==> src/assert_macros.svh <==
// Assertion macros shared by the RTL files
`ifndef ASSERT_MACROS_SVH
`define ASSERT_MACROS_SVH
`ifndef ASSERT_OFF
// Implication checked on every clock edge outside reset
`define ASSERT_IMP(label, clk, rst_n, ante, cons, msg) \
    label: assert property (@(posedge clk) disable iff (!rst_n) (ante) |-> (cons)) \
        else $error(msg);
// Next-cycle implication checked outside reset
`define ASSERT_NEXT(label, clk, rst_n, ante, cons, msg) \
    label: assert property (@(posedge clk) disable iff (!rst_n) (ante) |=> (cons)) \
        else $error(msg);
`else
`define ASSERT_IMP(label, clk, rst_n, ante, cons, msg)
`define ASSERT_NEXT(label, clk, rst_n, ante, cons, msg)
`endif
`endif

==> src/hsl_pkg.sv <==
package hsl_pkg;

    typedef struct packed {
        logic [7:0] red_in;
        logic [7:0] green_in;
        logic [7:0] blue_in;
    } pixel_in_t;

    typedef struct packed {
        logic [7:0] red_out;
        logic [7:0] green_out;
        logic [7:0] blue_out;
    } pixel_out_t;

    // Configuration register indexes
    localparam logic [0:0] CFG_HUE_SHIFT = 1'b0;
    localparam logic [0:0] CFG_SAT_OFFSET = 1'b1;
    localparam int CFG_IDX_W = 2;
    localparam int CFG_DATA_W = 14;

    // Code of the max channel
    localparam logic [1:0] MAX_RED = 2'd0;
    localparam logic [1:0] MAX_GREEN = 2'd1;
    localparam logic [1:0] MAX_BLUE = 2'd2;

endpackage

==> src/hsl_div.sv <==
// Pipelined restoring divider: quotient = floor(num / den), one bit per stage.
module hsl_div #(
    parameter int NUM_W = 24,
    parameter int DEN_W = 12,
    parameter int TAG_W = 8
) (
    input  logic             clk,
    input  logic             rst_n,
    input  logic             in_valid,
    input  logic [NUM_W-1:0] num,
    input  logic [DEN_W-1:0] den,
    input  logic [TAG_W-1:0] tag_in,
    output logic             out_valid,
    output logic [NUM_W-1:0] quo,
    output logic [TAG_W-1:0] tag_out
);
    logic [NUM_W:0]     valid_reg;
    logic [NUM_W-1:0]   num_reg [NUM_W+1];
    logic [DEN_W:0]     rem_reg [NUM_W+1];
    logic [DEN_W-1:0]   den_reg [NUM_W+1];
    logic [TAG_W-1:0]   tag_reg [NUM_W+1];

    always_comb
    begin
        num_reg[0] = num;
        rem_reg[0] = '0;
        den_reg[0] = den;
        tag_reg[0] = tag_in;
    end

    // Stage 0 is the input, stage NUM_W the output
    assign valid_reg[0] = in_valid;

    for (genvar s = 0; s < NUM_W; s++)
    begin : g_stage
        logic [DEN_W+1:0] trial;
        logic [DEN_W:0]   shifted;
        logic             v_reg;
        logic [NUM_W-1:0] n_reg;
        logic [DEN_W:0]   r_reg;
        logic [DEN_W-1:0] d_reg;
        logic [TAG_W-1:0] t_reg;

        always_comb
        begin
            shifted = {rem_reg[s][DEN_W-1:0], num_reg[s][NUM_W-1]};
            trial = {1'b0, shifted} - {2'b00, den_reg[s]};
        end

        always_ff @(posedge clk or negedge rst_n)
        begin
            if (!rst_n)
                v_reg <= 1'b0;
            else
                v_reg <= valid_reg[s];
        end

        always_ff @(posedge clk)
        begin
            d_reg <= den_reg[s];
            t_reg <= tag_reg[s];
            if (!trial[DEN_W+1])
            begin
                r_reg <= trial[DEN_W:0];
                n_reg <= {num_reg[s][NUM_W-2:0], 1'b1};
            end
            else
            begin
                r_reg <= shifted;
                n_reg <= {num_reg[s][NUM_W-2:0], 1'b0};
            end
        end

        assign valid_reg[s+1] = v_reg;
        assign num_reg[s+1] = n_reg;
        assign rem_reg[s+1] = r_reg;
        assign den_reg[s+1] = d_reg;
        assign tag_reg[s+1] = t_reg;
    end

    assign out_valid = valid_reg[NUM_W];
    assign quo = num_reg[NUM_W];
    assign tag_out = tag_reg[NUM_W];
endmodule

==> src/hsl_front.sv <==
// Front: min/max classification, lightness, then divides for S and H.
module hsl_front #(
    parameter int FRAC_BITS = 12
) (
    input  logic                  clk,
    input  logic                  rst_n,
    input  logic                  in_valid,
    input  hsl_pkg::pixel_in_t    pix,
    output logic                  out_valid,
    output logic [FRAC_BITS:0]    lq,
    output logic [FRAC_BITS:0]    sq,
    output logic [FRAC_BITS-1:0]  hq,
    output logic                  gray
);
    localparam int ONE = 1 << FRAC_BITS;
    localparam int HNUM_W = 11 + FRAC_BITS;
    localparam int TAG_W = 1 + FRAC_BITS + 1;

    logic [7:0] r, g, b, mx, mn;
    logic [7:0] d;
    logic [8:0] sum;
    logic [7:0] den_s;
    logic [10:0] hn, d6;

    // Classification of the pixel
    always_comb
    begin
        r = pix.red_in;
        g = pix.green_in;
        b = pix.blue_in;
        mx = r;
        mn = r;
        if (g > mx) mx = g;
        if (b > mx) mx = b;
        if (g < mn) mn = g;
        if (b < mn) mn = b;
        d = mx - mn;
        sum = {1'b0, mx} + {1'b0, mn};
        den_s = (sum < 9'd255) ? sum[7:0] : 8'(9'd510 - sum);
        if (mx == r)
            hn = (g >= b) ? 11'({3'b0, g} - {3'b0, b})
                          : 11'(11'd6 * {3'b0, d} + {3'b0, g} - {3'b0, b});
        else if (mx == g)
            hn = 11'(11'd2 * {3'b0, d} + {3'b0, b} - {3'b0, r});
        else
            hn = 11'(11'd4 * {3'b0, d} + {3'b0, r} - {3'b0, g});
        d6 = 11'd6 * {3'b0, d};
    end

    // L = floor(sum*ONE/510) by reciprocal multiplication, exact for sum up to 510
    localparam int LK_SH = 18;
    localparam longint LK = ((longint'(1) << (FRAC_BITS + LK_SH)) + 509) / 510;
    localparam int LK_W = FRAC_BITS + 10;
    logic [LK_W+8:0]    lprod;
    logic [FRAC_BITS:0] lq_now;
    assign lprod = (LK_W+9)'(sum) * (LK_W+9)'(LK);
    assign lq_now = lprod[FRAC_BITS+LK_SH:LK_SH];

    // Numerators for the S and H divides
    logic [FRAC_BITS+8:0] snum;
    logic [HNUM_W-1:0]    hnum;
    assign snum = (FRAC_BITS+9)'(d) << FRAC_BITS;
    assign hnum = HNUM_W'(hn) << FRAC_BITS;

    logic               sv, hv;
    logic [FRAC_BITS+8:0] squo;
    logic [HNUM_W-1:0]  hquo;
    logic [0:0]         sg, hg;

    // Guard zero divisors for gray pixels; result is discarded
    hsl_div #(.NUM_W(FRAC_BITS+9), .DEN_W(8), .TAG_W(1)) u_sdiv (
        .clk(clk), .rst_n(rst_n), .in_valid(in_valid), .num(snum),
        .den((d == 8'd0) ? 8'd1 : den_s), .tag_in(d == 8'd0),
        .out_valid(sv), .quo(squo), .tag_out(sg)
    );

    hsl_div #(.NUM_W(HNUM_W), .DEN_W(11), .TAG_W(1)) u_hdiv (
        .clk(clk), .rst_n(rst_n), .in_valid(in_valid), .num(hnum),
        .den((d == 8'd0) ? 11'd1 : d6), .tag_in(d == 8'd0),
        .out_valid(hv), .quo(hquo), .tag_out(hg)
    );

    // The hue divider is the deepest path; delay S and L to match it
    localparam int MAXD = HNUM_W;
    localparam int DS = MAXD - (FRAC_BITS + 9);
    localparam int DH = MAXD - HNUM_W;
    localparam int DL = MAXD;

    logic [FRAC_BITS:0]   s_al [DS+1];
    logic [FRAC_BITS-1:0] h_al [DH+1];
    logic [FRAC_BITS:0]   l_al [DL+1];
    logic                 g_al [DS+1];
    logic                 v_al [DS+1];

    assign s_al[0] = squo[FRAC_BITS:0];
    assign g_al[0] = sg[0];
    assign v_al[0] = sv;
    assign h_al[0] = hquo[FRAC_BITS-1:0];
    assign l_al[0] = lq_now;

    for (genvar i = 0; i < DS; i++)
    begin : g_sdly
        always_ff @(posedge clk or negedge rst_n)
        begin
            if (!rst_n)
                v_al[i+1] <= 1'b0;
            else
                v_al[i+1] <= v_al[i];
        end
        always_ff @(posedge clk)
        begin
            s_al[i+1] <= s_al[i];
            g_al[i+1] <= g_al[i];
        end
    end
    for (genvar i = 0; i < DH; i++)
    begin : g_hdly
        always_ff @(posedge clk)
            h_al[i+1] <= h_al[i];
    end
    for (genvar i = 0; i < DL; i++)
    begin : g_ldly
        always_ff @(posedge clk)
            l_al[i+1] <= l_al[i];
    end

    assign out_valid = v_al[DS];
    assign gray = g_al[DS];
    assign sq = gray ? '0 : s_al[DS];
    assign hq = gray ? '0 : h_al[DH];
    assign lq = l_al[DL];

    logic unused_ok;
    assign unused_ok = ^{hv, hg, squo, hquo} | (ONE == 0);
endmodule

==> src/hsl_fifo.sv <==
// Short register queue between front and back.
module hsl_fifo #(
    parameter int WIDTH = 32,
    parameter int DEPTH = 4
) (
    input  logic             clk,
    input  logic             rst_n,
    input  logic             push,
    input  logic [WIDTH-1:0] wdata,
    input  logic             pop,
    output logic             not_empty,
    output logic [WIDTH-1:0] rdata
);
    localparam int AW = $clog2(DEPTH);
    logic [WIDTH-1:0] mem_reg [DEPTH];
    logic [AW-1:0] wr_reg, rd_reg;
    logic [AW:0]   cnt_reg;

    always_ff @(posedge clk or negedge rst_n)
    begin
        if (!rst_n)
        begin
            wr_reg <= '0;
            rd_reg <= '0;
            cnt_reg <= '0;
        end
        else
        begin
            if (push)
                wr_reg <= (wr_reg == AW'(DEPTH-1)) ? '0 : wr_reg + 1'b1;
            if (pop)
                rd_reg <= (rd_reg == AW'(DEPTH-1)) ? '0 : rd_reg + 1'b1;
            cnt_reg <= cnt_reg + (AW+1)'(push) - (AW+1)'(pop);
        end
    end

    always_ff @(posedge clk)
    begin
        if (push)
            mem_reg[wr_reg] <= wdata;
    end

    assign not_empty = (cnt_reg != '0);
    assign rdata = mem_reg[rd_reg];
endmodule

==> src/hsl_back.sv <==
`include "assert_macros.svh"
// Back: adjust H and S, rebuild chroma, X, m and the three channels.
module hsl_back #(
    parameter int FRAC_BITS = 12
) (
    input  logic                  clk,
    input  logic                  rst_n,
    input  logic                  in_valid,
    input  logic [FRAC_BITS:0]    lq,
    input  logic [FRAC_BITS:0]    sq,
    input  logic [FRAC_BITS-1:0]  hq,
    input  logic [11:0]           hue_shift,
    input  logic signed [13:0]    sat_offset,
    output logic                  done,
    output hsl_pkg::pixel_out_t   result
);
    localparam int F = FRAC_BITS;
    localparam logic [F+1:0] ONE = (F+2)'(1) << F;

    // Stage 1: rescale registers, hue wrap, saturation clamp, t
    logic [F-1:0]      shift;
    logic signed [F+2:0] soff;
    logic signed [F+3:0] ssum;
    logic [F:0]        s_cl;
    logic signed [F+3:0] two_l_m;
    logic [F:0]        t;
    logic [F-1:0]      h_adj;
    logic [11+F:0]     sh_full;
    logic signed [14+F:0] so_full, so_abs;

    always_comb
    begin
        sh_full = (12+F)'(hue_shift) << F;
        shift = sh_full[11+F:12];
        so_full = (15+F)'(sat_offset) <<< F;
        so_abs = so_full[14+F] ? -so_full : so_full;
        soff = so_full[14+F] ? -(F+3)'(so_abs >>> 12) : (F+3)'(so_abs >>> 12);
        h_adj = hq + shift;
        ssum = (F+4)'(signed'({1'b0, sq})) + (F+4)'(soff);
        if (ssum < 0)
            s_cl = '0;
        else if (ssum > signed'((F+4)'(ONE)))
            s_cl = ONE[F:0];
        else
            s_cl = ssum[F:0];
        two_l_m = signed'((F+4)'({lq, 1'b0})) - signed'((F+4)'(ONE));
        t = (F+1)'(ONE - (F+2)'(two_l_m < 0 ? -two_l_m : two_l_m));
    end

    logic           v1_reg, v2_reg, v3_reg, v4_reg;
    logic [F:0]     t1_reg, s1_reg, l1_reg, l2_reg, l3_reg;
    logic [F-1:0]   h1_reg;

    // Stage 2: chroma multiply; hue sector and ramp
    logic [2*F+1:0] cprod;
    logic [F+3:0]   h6;
    logic [2:0]     sector;
    logic [F:0]     hm;
    logic signed [F+2:0] hmo;
    logic [F:0]     u;
    always_comb
    begin
        cprod = t1_reg * s1_reg;
        h6 = (F+4)'(h1_reg) * (F+4)'(6);
        sector = h6[F+2:F];
        hm = h6[F:0];
        hmo = signed'((F+3)'(hm)) - signed'((F+3)'(ONE));
        u = (F+1)'(ONE - (F+2)'(hmo < 0 ? -hmo : hmo));
    end

    logic [F:0] c2_reg, u2_reg;
    logic [2:0] sec2_reg;

    // Stage 3: X multiply
    logic [2*F+1:0] xprod;
    assign xprod = c2_reg * u2_reg;
    logic [F:0] c3_reg, x3_reg;
    logic [2:0] sec3_reg;

    // Stage 4: sector mux and channel scaling
    logic [F:0] rc, gc, bc;
    logic [F+2:0] m2;
    always_comb
    begin
        rc = '0;
        gc = '0;
        bc = '0;
        unique case (sec3_reg)
            3'd0:
            begin
                rc = c3_reg;
                gc = x3_reg;
            end
            3'd1:
            begin
                rc = x3_reg;
                gc = c3_reg;
            end
            3'd2:
            begin
                gc = c3_reg;
                bc = x3_reg;
            end
            3'd3:
            begin
                gc = x3_reg;
                bc = c3_reg;
            end
            3'd4:
            begin
                rc = x3_reg;
                bc = c3_reg;
            end
            default:
            begin
                rc = c3_reg;
                bc = x3_reg;
            end
        endcase
        m2 = (F+3)'({l3_reg, 1'b0}) - (F+3)'(c3_reg);
    end

    function automatic logic [7:0] to_chan(input logic [F:0] comp, input logic [F+2:0] mm);
        logic [F+3:0] s;
        logic [F+11:0] v;
        logic [F+11:0] q;
        begin
            s = (F+4)'({comp, 1'b0}) + (F+4)'(mm);
            v = (F+12)'(s) * (F+12)'(255);
            q = v >> (F + 1);
            to_chan = (q > (F+12)'(255)) ? 8'd255 : q[7:0];
        end
    endfunction

    always_ff @(posedge clk or negedge rst_n)
    begin
        if (!rst_n)
        begin
            v1_reg <= 1'b0;
            v2_reg <= 1'b0;
            v3_reg <= 1'b0;
            v4_reg <= 1'b0;
        end
        else
        begin
            v1_reg <= in_valid;
            v2_reg <= v1_reg;
            v3_reg <= v2_reg;
            v4_reg <= v3_reg;
        end
    end

    always_ff @(posedge clk)
    begin
        t1_reg <= t;
        s1_reg <= s_cl;
        h1_reg <= h_adj;
        l1_reg <= lq;
        c2_reg <= cprod[2*F:F];
        u2_reg <= u;
        sec2_reg <= sector;
        l2_reg <= l1_reg;
        c3_reg <= c2_reg;
        x3_reg <= xprod[2*F:F];
        sec3_reg <= sec2_reg;
        l3_reg <= l2_reg;
        result.red_out <= to_chan(rc, m2);
        result.green_out <= to_chan(gc, m2);
        result.blue_out <= to_chan(bc, m2);
    end

    assign done = v4_reg;

    `ASSERT_NEXT(a_pipe_v, clk, rst_n, v1_reg, v2_reg, "back valid lost")
    `ASSERT_IMP(a_sector, clk, rst_n, v3_reg, sec3_reg < 3'd6, "bad hue sector")
    `ASSERT_IMP(a_x_le_c, clk, rst_n, v3_reg, x3_reg <= c3_reg, "X above chroma")
endmodule

==> src/hsl_hue_saturation_adjust_unit.sv <==
`include "assert_macros.svh"
// Channel   Handshake           Payload
// pixel     start / busy        pixel_in (red_in, green_in, blue_in)
// result    done strobe         pixel_out (red_out, green_out, blue_out)
// config    cfg_valid/cfg_ready cfg_index, cfg_data
// One pixel accepted per clock; busy stays low. A request passes through the hue
// divider (FRAC_BITS+11 stages), the queue and 4 back stages to its result.
// Reset clears valid bits and the configuration registers to 0.
// The result cannot be stalled; the queue never backs up.
module hsl_hue_saturation_adjust_unit #(
    parameter int FRAC_BITS = 12
) (
    input  logic                  clk,
    input  logic                  rst_n,
    input  logic                  start,
    output logic                  busy,
    input  hsl_pkg::pixel_in_t    pixel_in,
    output logic                  done,
    output hsl_pkg::pixel_out_t   pixel_out,
    input  logic                  cfg_valid,
    output logic                  cfg_ready,
    input  logic [hsl_pkg::CFG_IDX_W-1:0]  cfg_index,
    input  logic [hsl_pkg::CFG_DATA_W-1:0] cfg_data
);
    localparam int QW = 3 * FRAC_BITS + 2;

    logic [11:0]        hue_reg;
    logic signed [13:0] sat_reg;

    // Configuration registers
    always_ff @(posedge clk or negedge rst_n)
    begin
        if (!rst_n)
        begin
            hue_reg <= '0;
            sat_reg <= '0;
        end
        else if (cfg_valid && cfg_ready)
        begin
            if (cfg_index == {1'b0, hsl_pkg::CFG_HUE_SHIFT})
                hue_reg <= cfg_data[11:0];
            else if (cfg_index == {1'b0, hsl_pkg::CFG_SAT_OFFSET})
                sat_reg <= signed'(cfg_data);
        end
    end
    assign cfg_ready = 1'b1;
    assign busy = 1'b0;

    logic                 fv, fgray;
    logic [FRAC_BITS:0]   flq, fsq;
    logic [FRAC_BITS-1:0] fhq;

    hsl_front #(.FRAC_BITS(FRAC_BITS)) u_front (
        .clk(clk), .rst_n(rst_n), .in_valid(start && !busy), .pix(pixel_in),
        .out_valid(fv), .lq(flq), .sq(fsq), .hq(fhq), .gray(fgray)
    );

    logic          q_ne;
    logic [QW-1:0] q_data;
    hsl_fifo #(.WIDTH(QW), .DEPTH(4)) u_queue (
        .clk(clk), .rst_n(rst_n), .push(fv), .wdata({flq, fsq, fhq}),
        .pop(q_ne), .not_empty(q_ne), .rdata(q_data)
    );

    hsl_back #(.FRAC_BITS(FRAC_BITS)) u_back (
        .clk(clk), .rst_n(rst_n), .in_valid(q_ne),
        .lq(q_data[QW-1 -: FRAC_BITS+1]),
        .sq(q_data[FRAC_BITS*2 -: FRAC_BITS+1]),
        .hq(q_data[FRAC_BITS-1:0]),
        .hue_shift(hue_reg), .sat_offset(sat_reg),
        .done(done), .result(pixel_out)
    );

    `ASSERT_IMP(a_no_busy, clk, rst_n, 1'b1, !busy, "busy raised")
    `ASSERT_NEXT(a_gray_s, clk, rst_n, fv && fgray, 1'b1, "gray check")
    `ASSERT_IMP(a_gray_z, clk, rst_n, fv && fgray, fsq == '0 && fhq == '0, "gray nonzero")
endmodule

==> config.mk <==
export PLATFORM = sky130hd
export DESIGN_NAME = hsl_hue_saturation_adjust_unit
export DESIGN_NICKNAME = d
export VERILOG_FILES = /design/src/hsl_pkg.sv /design/src/hsl_div.sv /design/src/hsl_front.sv /design/src/hsl_fifo.sv /design/src/hsl_back.sv /design/src/hsl_hue_saturation_adjust_unit.sv
export VERILOG_INCLUDE_DIRS = /design/src /design/src/src
export SDC_FILE = /design/constraint.sdc
export NUM_CORES = 2
export LEC_CHECK = 0
export BUFFER_PORTS_ARGS = -buffer_cell sky130_fd_sc_hd__buf_2
export CORE_MARGIN = 4
export CORE_UTILIZATION = 30
export DETAILED_ROUTE_END_ITERATION = 8
export PLACE_DENSITY = 0.4
export SYNTH_ARGS = -nofsm -noshare
export SYNTH_HDL_FRONTEND = slang
export SYNTH_SLANG_ARGS = --single-unit
==> constraint.sdc <==
create_clock -name clk -period 10.49 [get_ports clk]
set_input_delay 0.5245 -clock clk [delete_from_list [all_inputs] [get_ports clk]]
set_output_delay 0.5245 -clock clk [all_outputs]
set_load 0.01 [all_outputs]
[Yosys cells after proc, flatten, opt, wreduce, memory -nomap -nowiden]
Memory sizes are Yosys's and may differ from the RTL's.
Index checks and enable logic that the tools add are counted.
Storage, ports and cells
  flip-flop bits (word level): 2322
  memories kept: 1
  output and inout bits: 27
  word-level logic and storage cells: 451
  input port bits: 44
  bits in writable memories: 152
Memory list
  u_queue.mem_reg: depth 4, width 38, read ports 1, clocked after Yosys merged registers in 0, wr ports 1, line hsl_fifo.sv:15  | logic [WIDTH-1:0] mem_reg [DEPTH];
Operators by class
  bitwise logic cells: 1
  multiply operators: 8
  add/subtract/negate cells: 72
  multiplexer cells: 109
  reduce and logical (&&, ||, !) cells: 13
  order comparisons: 13
  equality and inequality tests: 9
Operators by type and width (count)
  subtractor 12 x 11 -> 13 bit: 22
  two-way mux 11 bit: 25
  two-way mux 8 bit: 25
  subtractor 9 x 8 -> 10 bit: 20
  one-hot mux 13 bit (2 select lines): 3
  multiplier 16 x 8 -> 24 bit, second input constant: 3
  adder 14 x 15 -> 16 bit: 4
  two-way mux 13 bit: 4
  multiplier 13 x 13 -> 25 bit: 2
  two-way mux 1 bit: 47
  greater-than comparator 11 x 8 -> 1 bit, second input constant: 3
  subtractor 11 x 8 -> 11 bit: 3
  multiplier 9 x 22 -> 31 bit, second input constant: 1
  two-way mux 27 bit: 1
  negator 26 -> 27 bit: 1
  negator 13 bit: 2
  subtractor 13 bit, first input constant: 2
  equality test 8 bit: 2
  greater-than comparator 16 x 14 -> 1 bit, second input constant: 1
  greater-than comparator 8 bit: 2
  < comparator 16 x 1 -> 1 bit, second input constant: 1
  < comparator 8 bit: 2
  < comparator 15 x 1 -> 1 bit, second input constant: 1
  two-way mux 15 bit: 1
  37 further kinds: 47

[Depth between registers and ports, before layout]
  depth after elaboration: 12
  mapped depth: 45
  mapped depth without buffers: 41

[By module]
A second synthesis with hierarchy kept.
Second synthesis, totals
  cell total of the unflattened synthesis: 9508
  area total of the unflattened synthesis: 106965.1 µm²
Modules (own cells, without submodules)
  hsl_div at u_front.u_hdiv: times used 1, cells each 3047, area each 35445.2 µm², sequential area each 21315.4 µm²
  hsl_back: times used 1, cells each 3098, area each 27546.4 µm², sequential area each 3223.1 µm²
  hsl_div at u_front.u_sdiv: times used 1, cells each 2014, area each 25236.7 µm², sequential area each 16180.5 µm²
  hsl_front: times used 1, cells each 1055, area each 11735.0 µm², sequential area each 6135.9 µm²
  hsl_fifo: times used 1, cells each 234, area each 5936.9 µm², sequential area each 4739.5 µm²
  hsl_hue_saturation_adjust_unit: times used 1, cells each 60, area each 1064.8 µm², sequential area each 650.6 µm²

[Least setup slack after synthesis]
OpenSTA, ideal clock, no wires.
  path type: input port to flip-flop
  start: input pixel_in[14] in the netlist's numbering
  end: register u_front.u_hdiv.g_stage[0].r_reg[0]
  data required time: 10.418 ns
  stages on the path: 41
  setup slack: 1.716 ns
  path buffers: 5
  arrival: 8.702 ns
  cell sequence: inv_1 ha_1 nand4_1 o31a_1 nor2_1 clkbuf_1 clkbuf_1 a21oi_1 ha_1 nor2b_1 o211ai_1 a21oi_1 o22ai_1 clkbuf_1 clkbuf_1 nor2_1 a21oi_1 ha_1 (+5 left out) ha_1 a21oi_1 nand2b_1 o21ai_0 xnor2_1 fa_1 inv_1 ha_1 o41ai_1 o21ai_0 xnor2_1 xnor3_1 a21o_1 o21ai_1 ha_1 nor3b_1 nand2_1 mux2i_1
Between the ends
  longest elaborated chain between the ends: 12
Ends and longest elaborated chain
  from (decl): line hsl_hue_saturation_adjust_unit.sv:17  | input hsl_pkg::pixel_in_t pixel_in,
  greater-than comparator 8 bit / < comparator 8 bit (equally long branches): line hsl_front.sv:33, hsl_front.sv:35
  two-way mux 8 bit (on tied branches): line hsl_front.sv:33, hsl_front.sv:35
  greater-than comparator 8 bit / < comparator 8 bit (equally long branches): line hsl_front.sv:34, hsl_front.sv:36
  two-way mux 8 bit (on tied branches): line hsl_front.sv:34, hsl_front.sv:36
  subtractor 8 bit (*): line hsl_front.sv:37  | d = mx - mn;
  named net u_front.d[3]: line hsl_front.sv:20  | logic [7:0] d;
  multiplier 2 x 8 -> 10 bit: line hsl_front.sv:42, hsl_front.sv:47
  adder 11 x 8 -> 11 bit: line hsl_front.sv:42  | : 11'(11'd6 * {3'b0, d} + {3'b0, g} - {3'b0, b});
  subtractor 11 x 8 -> 11 bit: line hsl_front.sv:42
  two-way mux 11 bit: line hsl_front.sv:41  | hn = (g >= b) ? 11'({3'b0, g} - {3'b0, b})
  two-way mux 11 bit: line hsl_front.sv:40  | if (mx == r)
  subtractor 1 x 11 -> 12 bit: line hsl_div.sv:47  | trial = {1'b0, shifted} - {2'b00, den_reg[s]};
  two-way mux 1 bit (*): line hsl_div.sv:62  | if (!trial[DEN_W+1])
  to (signal assigned): line hsl_div.sv:64  | r_reg <= trial[DEN_W:0];
  to (signal assigned): line hsl_div.sv:69  | r_reg <= shifted;
  to (decl): line hsl_div.sv:40  | logic [DEN_W:0] r_reg;
Mark *: on every way through the listed nets, which the timed path passes. The rest lies on a longest branch.
A chain may end at the register's enable or synchronous reset.

[Final worst setup path]
  start: register u_back.c3_reg[0]
  end: register u_back.result[11] in the netlist's numbering
Between the ends
  longest elaborated chain between the ends: 4
Ends and longest elaborated chain
  from (decl): line hsl_back.sv:77  | logic [F:0] c3_reg, x3_reg;
  from (signal assigned): line hsl_back.sv:163  | c3_reg <= c2_reg;
  subtractor 14 x 13 -> 15 bit / one-hot mux 13 bit (2 select lines) (equally long branches): line hsl_back.sv:120, hsl_back.sv:88
  adder 14 x 15 -> 16 bit (*): line hsl_back.sv:128  | s = (F+4)'({comp, 1'b0}) + (F+4)'(mm);
  multiplier 16 x 8 -> 24 bit (*): line hsl_back.sv:129  | v = (F+12)'(s) * (F+12)'(255);
  greater-than comparator 11 x 8 -> 1 bit: line hsl_back.sv:131  | to_chan = (q > (F+12)'(255)) ? 8'd255 : q[7:0];
  to (decl): line hsl_back.sv:15  | output hsl_pkg::pixel_out_t result
Mark *: on every way between the ends. The rest lies on a longest branch, timed or not.

==> flow_results.org <==
** Clock tree
- CTS built an H-tree with a depth of 4.
- TritonCTS Buffers :: 200
- Clk slew on worst S/H paths :: 0.06 ns
- Number of gates resized after cts :: 0
- Buffer cell driving the clock tree root :: sky130_fd_sc_hd__clkbuf_16
- TritonCTS built the clock tree.
- Worst skew pair latency :: 0.86 ns
- Deepest clock path buffer count :: 4
- Count of clock tree sinks :: 1728

** Final layout
- The post-route netlist has 7.34% of its cells at a drive strength greater than 1.
- Number of non-filler instances in the completed layout :: 12500
- Flip-flop count of the largest register after layout :: 264
- Leaving out fill and tap cells, the most frequent cell in the layout is sky130_fd_sc_hd__dfxtp_1.
- Final nets :: 10000
- The top cell types in the final layout, fill and taps aside, are sky130_fd_sc_hd__dfxtp_1 (1520), sky130_fd_sc_hd__inv_1 (1323), sky130_fd_sc_hd__ha_1 (847), sky130_fd_sc_hd__nor2_1 (542), sky130_fd_sc_hd__nand2_1 (533).
- P&R area growth vs syn :: 13.5%

** Timing
- Setup repair after global routing left no endpoint under its margin.
- Shortest period the worst path allows :: 9.27 ns
- Final hold analysis gives a worst-case slack of 0.0935 ns.
- Dividing the final minimum period by the clock period gives 88.4%.
- Largest clock skew in the final design :: 0.0509 ns
- At the pin with the least slew margin, the transition time is 1.17 ns.
- Setup violations remaining at the end of the flow were counted as 0.
- For the final routed database, the setup TNS stands at 0 ns.
- The worst pin sits at a relative slew slack of 21.8%.
- Number of hold violations in the final report :: 0
- Highest clock frequency the design can meet :: 108 MHz
- The number of max-slew violations in the final report was 0.

** Drt
- Number of design rule violations left after detail routing :: 0
- Vias per inst :: 4.41
- Detailed-router iteration count before antenna repair :: 6
- Overall via count from detail_route :: 55400
- After detailed routing, the total wire length is 181000 µm.
- DRC marker count from the first detailed-route iteration :: 2071
- In the final routed layout, each cell accounts on average for 14.4 µm.
- The count of nets left with antenna violations once routing finished came out at 0.

** Place
- DP Cell Count :: 12200
- The HPWL after detailed placement is 142000 µm.
- The congestion estimate from routability-driven global placement came to 0.837.
- Port Buf Inserts :: 68

** Die
- Once the floorplan was initialized, standard cells occupied 30.2% of the core.
- Total core area :: 286000 µm²
- Horizontal die dimension :: 545 µm
- Die outline area :: 297000 µm²
- Die H :: 545 µm
- Row generation in the floorplan step produced 196 rows.
- Ports placed on the boundary :: 71

** Synthesis
- The average instance in the mapped netlist occupies 10.3 µm².
- Yosys mapped the design onto 101 distinct sky130hd cell types.
- Fraction of post-synthesis cell area in the top cell type by area :: 35.2%
- Counting every instance in the synthesized netlist gives 8426.
- After synthesis, flip-flops and latches occupy 42.1% of the total area.
- Synth Area in Adders :: 23.7%
- In this run, synthesis inferred 148 flip-flops with an integrated enable.
- By area, the combinational part of the netlist is dominated by adder cells.
- Yosys warns :: 0
- Synth Register Bits :: 1728
- Library cell occupying the most area in the post-synthesis netlist :: sky130_fd_sc_hd__dfxtp_1
- Summing the areas of all compound-gate instances in the mapped netlist gives 10.5% of the synthesized area.
- The synthesized netlist occupies a cell area of 86500 µm².
- Of the total synthesized cell area, the portion taken by XOR and XNOR cells is 3.89%.
- Cells taking the most area after synthesis :: sky130_fd_sc_hd__dfxtp_1 (35%), sky130_fd_sc_hd__ha_1 (12%), sky130_fd_sc_hd__fa_1 (11%)
- Mux contribution to synthesized area :: 3.25%
- Top_reg_cell synth :: sky130_fd_sc_hd__dfxtp_1
- Summing the areas of all and, or, nand and nor instances in the mapped netlist gives 10.2% of the synthesized area.
- Counting flops with an async set or reset pin after synthesis yields a share of 3.47%.

** GRT
- Global routing used 12.3% of the available tracks.
- The number of antenna violations at the first check in global routing is 3.
- The first global-routing pass estimated 302000 µm of wire.
- For this run the aggregate overflow at the end of global routing stands at 0.
- Entering global routing, the biggest net connects 61 pins.
- Vias in the first global route :: 57900

** Setup path
- STA classifies the critical path startpoint as a flop.
- In this run the worst path has a maximum fanout of 19.
- For the worst setup path, the data required time is 11.19 ns.
- On the worst path, the slowest cell contributes a delay of 0.61 ns.
- Among all stages on the critical path, the largest delay is contributed by sky130_fd_sc_hd__xnor2_1.
- At the worst endpoint, the arrival time is 9.98 ns.
- The worst setup path is captured at a flop.
- Type of the worst setup path :: reg -> reg

** Run status
- Result of the run :: finished, final reports clean

** Flow run
- Across the run, the number of max-cap violations was 0.

** Min path
- HP Class :: in -> reg
-- timing repair --
action / 4_1_cts / 5_1_grt
buffers inserted: 0 / 0
endpoints found under the hold margin: 87 / 0
hold buffers: 16 / 0
endpoints found under the setup margin: 0 / 0
-- per-layer routing --
layer  global-route usage [%]  vias up  share of wire [%]
met3                     1.85      281                3.1
met2                     21.0      602                 47
met5                        0        -                  0
met1                     16.2    26300                 47
met4                     3.37        0                2.5
li1                         -    28100                  -
-- area by class of cell --
cell class	instances	area (µm²)
fill	28800	188000
multi-input combinational	5238	44600
antenna	2	5.00
sequential	1728	36400
clock buffer	270	5660
clock inverter	87	987
timing repair buffer	125	808
tap	3762	4710
inverter	1330	4990
-- cells by family (layout without fill, tap and decap cells) --
kind of cell / after synthesis / in the layout
AOI/OAI and AO/OA: 1417 / 1417
DFF: 1728 / 1728
muxes: 220 / 220
other: 2 / 11
and+or+nand+nor: 1872 / 1872
buffers and inverters: 1467 / 1812
adders and majority gates: 1339 / 1339
xor gates and xnor gates: 381 / 381
-- critical path: cells and delay by family (launching register included) --
family	cells	cell delay, ns
compound gates	12	2.33
simple gates	6	1.44
fa+ha+maj	7	3.21
mux	1	0.54
xor+xnor	2	0.88
buf+inv	3	0.46
flops	1	0.30
-- synth_stat cells, types with 118 or more instances --
library cell	instances
sky130_fd_sc_hd__dfxtp_1	1520
sky130_fd_sc_hd__inv_1	1323
sky130_fd_sc_hd__ha_1	847
sky130_fd_sc_hd__nor2_1	542
sky130_fd_sc_hd__nand2_1	533
sky130_fd_sc_hd__fa_1	492
sky130_fd_sc_hd__o21ai_0	382
sky130_fd_sc_hd__a21oi_1	303
sky130_fd_sc_hd__xnor2_1	252
sky130_fd_sc_hd__a21boi_0	202
sky130_fd_sc_hd__nand3_1	156
sky130_fd_sc_hd__nor2b_1	150
sky130_fd_sc_hd__edfxtp_1	148
sky130_fd_sc_hd__nor3_1	141
sky130_fd_sc_hd__and2_1	129
sky130_fd_sc_hd__xor2_1	126
sky130_fd_sc_hd__o31ai_1	118
-- path summary, 6_finish.rpt --
| check | startpoint | to | slack [ns] | cells after the start |
|---|---|---|---|---|
| worst min-delay path | cfg_index[1] | hue_reg[1]$_DFFE_PN0P_ | 0.09 | 3 |
| worst max register to register | u_back.c3_reg[0]$_DFF_P_ | u_back.result[11]$_SDFF_PN1_ | 1.22 | 31 |
| max in group asynchronous | rst_n | u_queue.rd_reg[0]$_DFFE_PN0N_ | 9.50 | 3 |
| worst min register to register | u_front.u_sdiv.quo[7]$_DFF_P_ | u_front.s_al[20]$_DFF_P_ | 0.30 | 0 |
| worst max-delay path | u_back.c3_reg[0]$_DFF_P_ | u_back.result[11]$_SDFF_PN1_ | 1.22 | 31 |
| min in group asynchronous | rst_n | hue_reg[4]$_DFFE_PN0P_ | 0.35 | 3 |
-- stage by stage --
step                area (µm²)  setup WS [ns]  util [%]
floorplan                86500           1.72         -
global placement         91300          0.793      31.9
detailed placement       91300          0.680      31.9
CTS                      98100           1.16      34.3
global route             98100          0.314      34.3
finish                   98100           1.22      34.3
Power is not shown: default switching activity piles up to over one toggle a cycle in this logic, so the estimate is an artifact.
